**config.mk**
```make
export PLATFORM = sky130hd
export DESIGN_NAME = integer_to_ascii_radix_core
export DESIGN_NICKNAME = d
export VERILOG_FILES = /design/src/hdl/iar_pkg.sv /design/src/hdl/integer_to_ascii_radix_core.sv /design/src/hdl/iar_digit_reg.sv
export SDC_FILE = /design/constraint.sdc
export NUM_CORES = 1
export LEC_CHECK = 0
export BUFFER_PORTS_ARGS = -buffer_cell sky130_fd_sc_hd__buf_2
export CAP_MARGIN = 20
export CORE_ASPECT_RATIO = 1.2
export CORE_MARGIN = 3
export CORE_UTILIZATION = 60
export DETAILED_ROUTE_END_ITERATION = 16
export MAX_ROUTING_LAYER = met4
export PLACE_DENSITY = 0.9
export SLEW_MARGIN = 20
export SYNTH_ARGS = -nofsm -noshare
export SYNTH_HDL_FRONTEND = slang
export SYNTH_SLANG_ARGS = --single-unit
```
**constraint.sdc**
```tcl
create_clock -name clk -period 3.7 [get_ports clk]
set_input_delay 0.185 -clock clk [delete_from_list [all_inputs] [get_ports clk]]
set_output_delay 0.185 -clock clk [all_outputs]
set_load 0.03 [all_outputs]
```
**src/hdl/iar_pkg.sv**
```systemverilog
// Shared types, constants and helpers for the integer to ASCII radix converter.
`default_nettype none

package iar_pkg;

	localparam int VALUE_BITS       = 32;
	localparam int FIXED_HEX_DIGITS = 8;
	// digit register holds every octal digit of a word and every fixed-hex digit
	localparam int DIGITS           = ((VALUE_BITS + 2) / 3 > FIXED_HEX_DIGITS) ?
		(VALUE_BITS + 2) / 3 : FIXED_HEX_DIGITS;
	localparam int DIGIT_W          = 4;
	localparam int CHAR_W           = 7;
	localparam int CNT_W            = $clog2(DIGITS + 1);
	localparam int BIT_W            = $clog2(VALUE_BITS);

	localparam logic [CHAR_W-1:0] MINUS_CODE = CHAR_W'(45);

	typedef enum logic [1:0] {
		CMD_DEC       = 2'd0,
		CMD_OCT       = 2'd1,
		CMD_HEX       = 2'd2,
		CMD_HEX_FIXED = 2'd3
	} cmd_t;

	typedef enum logic [1:0] {
		S_IDLE = 2'd0,
		S_CONV = 2'd1,
		S_EMIT = 2'd2
	} state_t;

	typedef enum logic [2:0] {
		DOP_HOLD     = 3'd0,
		DOP_CLEAR    = 3'd1,
		DOP_LOAD_OCT = 3'd2,
		DOP_LOAD_HEX = 3'd3,
		DOP_LOAD_FIX = 3'd4,
		DOP_DABBLE   = 3'd5,
		DOP_SHIFT    = 3'd6
	} dig_op_t;

	typedef struct packed {
		dig_op_t               op;
		logic [VALUE_BITS-1:0] data;
		logic                  bit_in;
	} dig_ctrl_t;

	typedef struct packed {
		logic [VALUE_BITS-1:0] value;
		cmd_t                  command;
	} word_t;

	typedef struct packed {
		logic [CHAR_W-1:0] char_code;
		logic              last;
	} sym_t;

	function automatic logic [CHAR_W-1:0] glyph(input logic [DIGIT_W-1:0] d);
		logic [CHAR_W-1:0] dx;
		dx = CHAR_W'(d);
		if (d < DIGIT_W'(10))
			return CHAR_W'(48) + dx;
		else
			return CHAR_W'(55) + dx;
	endfunction

endpackage

`default_nettype wire

```
**src/hdl/integer_to_ascii_radix_core.sv**
```systemverilog
// Top level: integer word to ASCII digit stream in decimal, octal or hex.
`default_nettype none

// Converts one 32-bit word per transaction into a stream of ASCII characters,
// most significant first, with last set on the final one. Commands: decimal,
// octal, variable-length hex (no leading zeros, zero prints "0", negative
// words get a leading '-' and their unsigned magnitude), and fixed eight-digit
// hex of the raw bits. Octal and hex load the 11-entry digit register directly;
// decimal runs a double-dabble conversion, one value bit per cycle, over all
// 32 value bits. Emission then walks the digit register one digit per cycle
// while the output is not stalled, dropping leading zeros: all 11 digits for
// variable modes (plus the sign), 8 for fixed hex. The next word is taken as
// soon as the last character sits in the output register.

module integer_to_ascii_radix_core (
	input  wire logic            clk,
	input  wire logic            arst_n,
	input  wire logic            word_valid,
	output logic                 word_stall,
	input  wire iar_pkg::word_t  word,
	output logic                 sym_valid,
	input  wire logic            sym_stall,
	output iar_pkg::sym_t        sym
);

	iar_pkg::state_t state_q, state_d;

	logic [iar_pkg::VALUE_BITS-1:0] mag_q;
	logic [iar_pkg::BIT_W-1:0]      bit_q;
	logic [iar_pkg::CNT_W-1:0]      cnt_q;
	logic                           started_q;
	logic                           sign_q;
	logic                           out_valid_q;
	iar_pkg::sym_t                  out_q;

	iar_pkg::dig_ctrl_t             dctrl;
	logic [iar_pkg::DIGIT_W-1:0]    top_digit;

	logic [iar_pkg::VALUE_BITS-1:0] raw;
	logic [iar_pkg::VALUE_BITS-1:0] mag;
	logic                           neg;
	logic                           out_free;
	logic                           accept;

	logic                           start;
	logic                           conv_step;
	logic                           cnt_dec;
	logic                           sign_clr;
	logic                           started_set;
	logic                           out_load;
	iar_pkg::sym_t                  out_d;

	assign raw      = word.value;
	assign neg      = raw[iar_pkg::VALUE_BITS-1] && (word.command != iar_pkg::CMD_HEX_FIXED);
	assign mag      = neg ? (~raw + 1'b1) : raw;
	assign out_free = !out_valid_q || !sym_stall;
	assign word_stall = (state_q != iar_pkg::S_IDLE);
	assign accept   = word_valid && !word_stall;

	iar_digit_reg u_digits (
		.clk       (clk),
		.ctrl      (dctrl),
		.top_digit (top_digit)
	);

	always_ff @(posedge clk or negedge arst_n) begin
		if (!arst_n)
			state_q <= iar_pkg::S_IDLE;
		else
			state_q <= state_d;
	end

	always_comb begin
		state_d      = state_q;
		dctrl.op     = iar_pkg::DOP_HOLD;
		dctrl.data   = mag;
		dctrl.bit_in = mag_q[iar_pkg::VALUE_BITS-1];
		start        = 1'b0;
		conv_step    = 1'b0;
		cnt_dec      = 1'b0;
		sign_clr     = 1'b0;
		started_set  = 1'b0;
		out_load     = 1'b0;
		out_d.char_code = iar_pkg::glyph(top_digit);
		out_d.last      = (cnt_q == iar_pkg::CNT_W'(1));
		unique case (state_q)
			iar_pkg::S_IDLE: begin
				if (accept) begin
					start = 1'b1;
					unique case (word.command)
						iar_pkg::CMD_DEC: begin
							dctrl.op = iar_pkg::DOP_CLEAR;
							state_d  = iar_pkg::S_CONV;
						end
						iar_pkg::CMD_OCT: begin
							dctrl.op = iar_pkg::DOP_LOAD_OCT;
							state_d  = iar_pkg::S_EMIT;
						end
						iar_pkg::CMD_HEX: begin
							dctrl.op = iar_pkg::DOP_LOAD_HEX;
							state_d  = iar_pkg::S_EMIT;
						end
						iar_pkg::CMD_HEX_FIXED: begin
							dctrl.op   = iar_pkg::DOP_LOAD_FIX;
							dctrl.data = raw;
							state_d    = iar_pkg::S_EMIT;
						end
						default: state_d = iar_pkg::S_IDLE;
					endcase
				end
			end
			iar_pkg::S_CONV: begin
				dctrl.op  = iar_pkg::DOP_DABBLE;
				conv_step = 1'b1;
				if (bit_q == iar_pkg::BIT_W'(iar_pkg::VALUE_BITS - 1))
					state_d = iar_pkg::S_EMIT;
			end
			iar_pkg::S_EMIT: begin
				if (sign_q) begin
					if (out_free) begin
						out_load        = 1'b1;
						out_d.char_code = iar_pkg::MINUS_CODE;
						out_d.last      = 1'b0;
						sign_clr        = 1'b1;
					end
				end else if (!started_q && top_digit == '0 && cnt_q > iar_pkg::CNT_W'(1)) begin
					// leading zero: drop it without producing a character
					dctrl.op = iar_pkg::DOP_SHIFT;
					cnt_dec  = 1'b1;
				end else if (out_free) begin
					out_load    = 1'b1;
					dctrl.op    = iar_pkg::DOP_SHIFT;
					cnt_dec     = 1'b1;
					started_set = 1'b1;
					if (cnt_q == iar_pkg::CNT_W'(1))
						state_d = iar_pkg::S_IDLE;
				end
			end
			default: state_d = iar_pkg::S_IDLE;
		endcase
	end

	always_ff @(posedge clk or negedge arst_n) begin
		if (!arst_n) begin
			bit_q       <= '0;
			cnt_q       <= '0;
			started_q   <= 1'b0;
			sign_q      <= 1'b0;
			out_valid_q <= 1'b0;
		end else begin
			if (start) begin
				bit_q     <= '0;
				cnt_q     <= (word.command == iar_pkg::CMD_HEX_FIXED) ?
					iar_pkg::CNT_W'(iar_pkg::FIXED_HEX_DIGITS) :
					iar_pkg::CNT_W'(iar_pkg::DIGITS);
				started_q <= (word.command == iar_pkg::CMD_HEX_FIXED);
				sign_q    <= neg;
			end else begin
				if (conv_step)
					bit_q <= bit_q + 1'b1;
				if (cnt_dec)
					cnt_q <= cnt_q - 1'b1;
				if (started_set)
					started_q <= 1'b1;
				if (sign_clr)
					sign_q <= 1'b0;
			end
			if (out_load)
				out_valid_q <= 1'b1;
			else if (!sym_stall)
				out_valid_q <= 1'b0;
		end
	end

	always_ff @(posedge clk) begin
		if (start)
			mag_q <= mag;
		else if (conv_step)
			mag_q <= {mag_q[iar_pkg::VALUE_BITS-2:0], 1'b0};
		if (out_load)
			out_q <= out_d;
	end

	assign sym_valid = out_valid_q;
	assign sym       = out_q;

	a_load_in_emit: assert property (@(posedge clk) disable iff (!arst_n)
		(out_valid_q && !$past(out_valid_q)) |-> $past(state_q == iar_pkg::S_EMIT))
		else $error("output loaded outside emit state");

	a_cnt_range: assert property (@(posedge clk) disable iff (!arst_n)
		cnt_q <= iar_pkg::CNT_W'(iar_pkg::DIGITS))
		else $error("digit count out of range");

	a_emit_cnt: assert property (@(posedge clk) disable iff (!arst_n)
		(state_q == iar_pkg::S_EMIT) |-> (cnt_q != '0))
		else $error("emit state with no digits left");

	a_sign_busy: assert property (@(posedge clk) disable iff (!arst_n)
		sign_q |-> (state_q != iar_pkg::S_IDLE))
		else $error("sign pending while idle");

	a_conv_full: assert property (@(posedge clk) disable iff (!arst_n)
		(state_q == iar_pkg::S_CONV) |-> (cnt_q == iar_pkg::CNT_W'(iar_pkg::DIGITS) && !started_q))
		else $error("decimal conversion with bad emit setup");

endmodule

`default_nettype wire

```
**src/hdl/iar_digit_reg.sv**
```systemverilog
// Digit shift register: radix loads, double-dabble BCD steps and MSD-first shift out.
`default_nettype none

module iar_digit_reg (
	input  wire logic                            clk,
	input  wire iar_pkg::dig_ctrl_t              ctrl,
	output logic [iar_pkg::DIGIT_W-1:0]          top_digit
);

	localparam int OCT_W = 3 * iar_pkg::DIGITS;
	localparam int HEX_W = iar_pkg::DIGIT_W * iar_pkg::DIGITS;
	localparam int FIX_LO = iar_pkg::DIGITS - iar_pkg::FIXED_HEX_DIGITS;

	logic [iar_pkg::DIGITS-1:0][iar_pkg::DIGIT_W-1:0] dig_q;
	logic [iar_pkg::DIGITS-1:0][iar_pkg::DIGIT_W-1:0] dig_d;
	logic [iar_pkg::DIGITS-1:0][iar_pkg::DIGIT_W-1:0] adj;
	logic [OCT_W-1:0] oct_ext;
	logic [HEX_W-1:0] hex_ext;

	assign oct_ext = OCT_W'(ctrl.data);
	assign hex_ext = HEX_W'(ctrl.data);

	// add-3 correction per BCD digit, all digits in parallel
	always_comb begin
		for (int k = 0; k < iar_pkg::DIGITS; k++) begin
			if (dig_q[k] >= iar_pkg::DIGIT_W'(5))
				adj[k] = dig_q[k] + iar_pkg::DIGIT_W'(3);
			else
				adj[k] = dig_q[k];
		end
	end

	always_comb begin
		dig_d = dig_q;
		unique case (ctrl.op)
			iar_pkg::DOP_HOLD: dig_d = dig_q;
			iar_pkg::DOP_CLEAR: dig_d = '0;
			iar_pkg::DOP_LOAD_OCT: begin
				for (int k = 0; k < iar_pkg::DIGITS; k++)
					dig_d[k] = {1'b0, oct_ext[3*k +: 3]};
			end
			iar_pkg::DOP_LOAD_HEX: begin
				for (int k = 0; k < iar_pkg::DIGITS; k++)
					dig_d[k] = hex_ext[iar_pkg::DIGIT_W*k +: iar_pkg::DIGIT_W];
			end
			iar_pkg::DOP_LOAD_FIX: begin
				for (int k = 0; k < iar_pkg::DIGITS; k++) begin
					if (k >= FIX_LO)
						dig_d[k] = hex_ext[iar_pkg::DIGIT_W*(k-FIX_LO) +: iar_pkg::DIGIT_W];
					else
						dig_d[k] = '0;
				end
			end
			iar_pkg::DOP_DABBLE: begin
				dig_d[0] = {adj[0][iar_pkg::DIGIT_W-2:0], ctrl.bit_in};
				for (int k = 1; k < iar_pkg::DIGITS; k++)
					dig_d[k] = {adj[k][iar_pkg::DIGIT_W-2:0],
						adj[k-1][iar_pkg::DIGIT_W-1]};
			end
			iar_pkg::DOP_SHIFT: begin
				dig_d[0] = '0;
				for (int k = 1; k < iar_pkg::DIGITS; k++)
					dig_d[k] = dig_q[k-1];
			end
			default: dig_d = dig_q;
		endcase
	end

	always_ff @(posedge clk) begin
		dig_q <= dig_d;
	end

	assign top_digit = dig_q[iar_pkg::DIGITS-1];

endmodule

`default_nettype wire

```
# Yosys cells after proc, flatten, opt, wreduce, memory -nomap -nowiden
# Cells that the tools add are included.
[totals]
register_bits = 98
latch_bits = 0
ram_bits = 0
mem_bits_ro = 0
inputBits = 38
wordCells = 151
n_memories = 0
[classes]
addsub = 16
mul = 0
div = 0
order_cmp = 13
eq_ne = 21
shifts = 0
n_mux = 60
bitwise = 1
n_reduce_logical = 20
[op_table]
columns = ["operator", "n"]
rows = [
  ["$pmux 44 s6", 1],
  ["$mux 32", 5],
  ["$mux 4", 12],
  ["$ge 4x3->1 const B", 11],
  ["$add 4x2->4 const B", 10],
  ["$mux 35", 1],
  ["$add 32x1->32 const B", 1],
  ["$not 32->32", 1],
  ["$mux 8", 3],
  ["$mux 1", 20],
  ["$add 6x4->7 const A", 2],
  ["$mux 2", 7],
  ["$ne 2x2->1 const B", 7],
  ["$mux 3", 4],
  ["$pmux 3 s4", 1],
  ["$mux 5", 2],
  ["$reduce_bool 2->1", 5],
  ["$eq 3x3->1 const B", 3],
  ["$pmux 3 s3", 1],
  ["$mux 7", 1],
  ["$eq 2x2->1 const B", 3],
  ["$eq 3x2->1 const B", 2],
  ["$pmux 2 s3", 1],
  ["$reduce_and 6->1", 1],
  ["other kinds (18)", 26],
]

# Depth between registers and ports, before layout
[depth]
word_depth = 8
depth_mapped = 10

# Modules after synthesis
# Synthesis repeated with hierarchy kept, for this count alone.
[unflattened]
cells_unflattened = 713
hier_area_um2 = 7061.8
[modules_own_cells]
columns = ["module", "instances", "cells_per_inst", "area_per_inst_um2", "seq_area_each_um2"]
rows = [
  ["iar_digit_reg", 1, 385, 3751.1, 1321.3],
  ["integer_to_ascii_radix_core", 1, 328, 3310.7, 1551.5],
]

# Worst setup path before layout
# Ideal clock, no wire load.
[synth_path]
path_type = "reg2reg"
from = "reg cnt_q[0] (netlist name)"
to = "reg u_digits.dig_q[0] (netlist name), enable pin"
setup_ps = 671
arrival_time_ps = 2441
slack_ps = 588
path_stages_with_launch = 7
n_path_buf = 0
synth_period_minus_slack_ps = 3112
cell_sequence = "dfrtp_1 > inv_1 > ha_1 > nor2_1 > o31a_1 > o211ai_1 > nand3_1"
[synth_between]
elab_chain_cells = 7
word_cells_on_any_way = 12
cone_classes = "order compare (1); eq/ne (6); mux (3); reduce/logical (2)"
[synth_lines]
columns = ["element", "line_no", "source"]
rows = [
  ["from (decl)", "integer_to_ascii_radix_core.sv:30", "logic [iar_pkg::CNT_W-1:0] cnt_q;"],
  ["from (signal assigned)", "integer_to_ascii_radix_core.sv:153", "cnt_q <= (word.command == iar_pkg::CMD_HEX_FIXED) ?"],
  ["from (signal assigned)", "integer_to_ascii_radix_core.sv:162", "cnt_q <= cnt_q - 1'b1;"],
  ["$gt 4x1->1 (*)", "integer_to_ascii_radix_core.sv:126", "end else if (!started_q && top_digit == '0 && cnt_q > iar_pkg::CNT_W'(1)) begin"],
  ["$logic_and 1x1->1 (*)", "integer_to_ascii_radix_core.sv:126", ""],
  ["$mux 3 (*)", "integer_to_ascii_radix_core.sv:126", ""],
  ["$mux 3 (*)", "integer_to_ascii_radix_core.sv:119", "if (sign_q) begin"],
  ["$pmux 3 s3 (*)", "integer_to_ascii_radix_core.sv:86", "unique case (state_q)"],
  ["$eq 3x1->1, or another cell as far along", "iar_digit_reg.sv:35", "unique case (ctrl.op)"],
  ["$reduce_bool 6->1 (no source line) (*)", "n/a", ""],
  ["to (signal assigned)", "iar_digit_reg.sv:70", "dig_q <= dig_d;"],
  ["to (decl)", "iar_digit_reg.sv:14", "logic [iar_pkg::DIGITS-1:0][iar_pkg::DIGIT_W-1:0] dig_q;"],
]
# Mark *: on every way between the ends. The rest lies on a longest branch, timed or not.
# A chain may end at the register's enable or synchronous reset.

==> impl_metrics.json <==
{
  "fillers": 835,
  "crit_path_cell_trace": "nand2b_1, o21a_1, o211ai_1, nor2_1, a221oi_1, o221ai_1",
  "coreArea_um2": 11100,
  "worstPathMaxFanout": 19,
  "numCtsBuffers": 9,
  "dp_hpwl_um": 14500,
  "num_antenna_cells": 0,
  "postSynthAreaPerCell_um2": 9.25,
  "cts_max_path_buffers": 2,
  "async_flop_share": 0.143,
  "drv_slew": 0,
  "worstSkewPairLatency_ns": 0.36,
  "power-per-cell-area_nw_per_um2": 859,
  "leakage_nw": 2.87,
  "cp.arrival_ns": 3.44,
  "fmax_mhz": 305,
  "setup_viol": 0,
  "layout_setup_ws_ns": 0.418,
  "grt-ovfl-total": 0,
  "critPathKind": "reg2reg",
  "clockRootBuffer": "clkbuf_16",
  "fin_crit_sh": 0.887,
  "drc": 0,
  "cts_tree": "built",
  "initial_core_util": 0.618,
  "rsz0062_at_grt": "false",
  "synth_cell_type_count": 74,
  "path_delay_family": "compound AO/OA/AOI/OAI gates",
  "postCtsSetupRepairBufs": 0,
  "syn_nets": 811,
  "grt_max_degree": 61,
  "synth-edff-count": 84,
  "fp.dieH_um": 123,
  "tightest_slew_ns": 1.09,
  "viasPerCell": 6.81,
  "finalHoldViolCount": 0,
  "grt_pass1_vias": 6141,
  "tns_ns": 0,
  "clkTransAtPathRegs_ns": 0.07,
  "relSlewSlack": 0.272,
  "cts_sinks": 98,
  "nNetsFinal": 848,
  "fp.dieArea_um2": 12700,
  "finalClockSkew_ns": 0.0109,
  "rows": 42,
  "cts.repair.resized": 0,
  "max_stage_delay_ns": 0.83,
  "ys_ff_latch": 98,
  "grt_pass1_wl_um": 31200,
  "status": "finished, final reports clean",
  "cp_slowest_cell": "nor2_1",
  "grt_usage": 0.317,
  "synthFlopType": "edfxtp_1",
  "wl_per_cell_um": 21.1,
  "required_ns": 3.86,
  "yosysSeqAreaShare": 0.419,
  "routed_wirelength_um": 19800,
  "htreeDepth": 3,
  "drv_cap": 0,
  "gp_congestion": 0.976,
  "drt_iter0_markers": 740,
  "drtPass1Iterations": 6,
  "critPathBufInv": 0,
  "io_buffers": 47,
  "drive_above_1_share": 0.121,
  "synthCells": 741,
  "ys_warn_count": 0,
  "die_x_um": 104,
  "dr_total_vias": 6377,
  "io_pins": 48,
  "dp_slack_ns": 0.554,
  "critPathLaunchType": "register",
  "fin_crit_ns": 3.28,
  "min_path_type": "in2reg",
  "end_kind": "register",
  "antenna_found_initial": 0,
  "syn_to_final_growth_pct": 10.8,
  "netlist_area_um2": 6850,
  "max-vdd-ir-drop_uv": 491,
  "antenna_left": 0
}
## kinds of logic (layout without fill, tap and decap cells)
group | count (synthesis) | count (layout) | share of synthesized area
flip-flops | 98 | 98 | 0.419
AND/OR/NAND/NOR | 249 | 249 | 0.181
buffers and inverters | 65 | 107 | 0.0402
multiplexers | 5 | 5 | 0.00748
adder cells (fa/ha/maj) | 32 | 32 | 0.0584
AO/OA/AOI/OAI | 244 | 244 | 0.231
XOR/XNOR | 48 | 48 | 0.0635
## stage by stage
step                std cells  hold WS [ns]  power [mW]  instance area [um^2]  utilization
floorplan                 741        -0.111        4.40                  6850            -
finish                    937         0.247        6.52                  7590        0.685
global route              937         0.273        6.88                  7590        0.685
CTS                       937         0.227        6.42                  7590        0.685
global placement          919        0.0895        5.07                  7220        0.651
detailed placement        920         0.101        5.27                  7220        0.651
## cells in the mapped netlist, types with 4 or more instances
cell type | n | area (um^2)
nor3_1 | 14 | 70.1
or3_1 | 4 | 25.0
o2bb2ai_1 | 4 | 35.0
a22oi_1 | 14 | 105
o31ai_1 | 4 | 30.0
inv_1 | 33 | 124
nor2_1 | 63 | 236
o221ai_1 | 14 | 123
a22o_1 | 5 | 43.8
o21ai_1 | 4 | 20.0
mux2i_1 | 4 | 40.0
a31oi_1 | 11 | 68.8
o22a_1 | 6 | 52.6
nor3b_1 | 16 | 120
edfxtp_1 | 84 | 2520
a221oi_1 | 4 | 35.0
nor4_1 | 5 | 31.3
a211oi_1 | 6 | 45.0
xor2_1 | 13 | 114
o21ai_0 | 71 | 355
nand2_1 | 96 | 360
and2_1 | 5 | 31.3
and3_1 | 4 | 25.0
a21oi_1 | 52 | 260
ha_1 | 32 | 400
a2bb2oi_1 | 4 | 35.0
o211ai_1 | 5 | 37.5
o22ai_1 | 13 | 81.3
xnor2_1 | 33 | 289
buf_2 | 6 | 30.0
nand2b_1 | 16 | 100
dfrtp_1 | 14 | 350
clkbuf_1 | 20 | 75.1
nand3_1 | 4 | 20.0
## cell type report
type | instances | area, um^2 | area share
clock inverters | 5 | 128 | 0.0168
repair buffers | 58 | 330 | 0.0435
multi-input cells | 578 | 3710 | 0.489
inverters | 33 | 124 | 0.0163
clock buffers | 11 | 233 | 0.0307
well taps | 154 | 193 | 0.0254
flip-flops and latches | 98 | 2870 | 0.378
## per-layer routing
layer  vias to the layer above  global-route usage  wire (um)
li1                       2822                   -          -
met1                      3003               0.366       7160
met2                       426               0.518       9550
met3                       126              0.0428       1680
met4                         0               0.228       1400
met5                         -                   -          0
## tightest hold or removal path: cells and delay by family
kind,cells,cell delay (ns)
buffers and inverters,1,0.16
and+or+nand+nor,2,0.22
## power by group
group,switching (mW),total [mW],internal (mW)
logic,1.93,3.01,1.09
registers,0.446,2.36,1.91
clock network,0.418,1.15,0.730
total,2.79,6.52,3.73
## worst paths after layout
kind	from	endpoint	slack, ns	cells after the start
worst max-delay path	state_q[1]	u_digits.dig_q[21]	0.42	6
worst min-delay path	word_valid	cnt_q[3]	0.25	3
worst max register to register	state_q[1]	u_digits.dig_q[21]	0.42	6
worst min register to register	bit_q[4]	bit_q[4]	0.52	1
max in group asynchronous	arst_n	bit_q[0]	3.19	2
min in group asynchronous	arst_n	cnt_q[1]	0.26	2
## repair_timing
| action | in CTS | in global routing |
|---|---|---|
| endpoints found under the setup margin | 0 | 0 |
| endpoints found under the hold margin | 14 | 0 |
| hold buffers | 1 | 0 |
## sequential cells by signal, summed over array words and instances, names as in the netlist
signal,count
u_digits.dig_q,40
mag_q,32
sym,8
bit_q,5
cnt_q,4
u_digits.top_digit,4
state_q,2
sign_q,1
started_q,1
sym_valid,1
## cell usage in the layout (no fill, tap or decap), types with 6 or more instances in the layout
| cell | instances |
|---|---|
| nor3_1 | 14 |
| inv_1 | 32 |
| buf_2 | 48 |
| nand2b_1 | 16 |
| nor3b_1 | 16 |
| a21oi_1 | 52 |
| xor2_1 | 13 |
| nand2_1 | 96 |
| o22ai_1 | 13 |
| buf_4 | 8 |
| o22a_1 | 6 |
| xnor2_1 | 33 |
| nor2_1 | 63 |
| a211oi_1 | 6 |
| ha_1 | 32 |
| o21ai_0 | 71 |
| edfxtp_1 | 84 |
| dfrtp_1 | 14 |
| a31oi_1 | 11 |
| clkbuf_16 | 9 |
| o221ai_1 | 14 |
| a22oi_1 | 14 |
(Power assumes the default switching activity.)
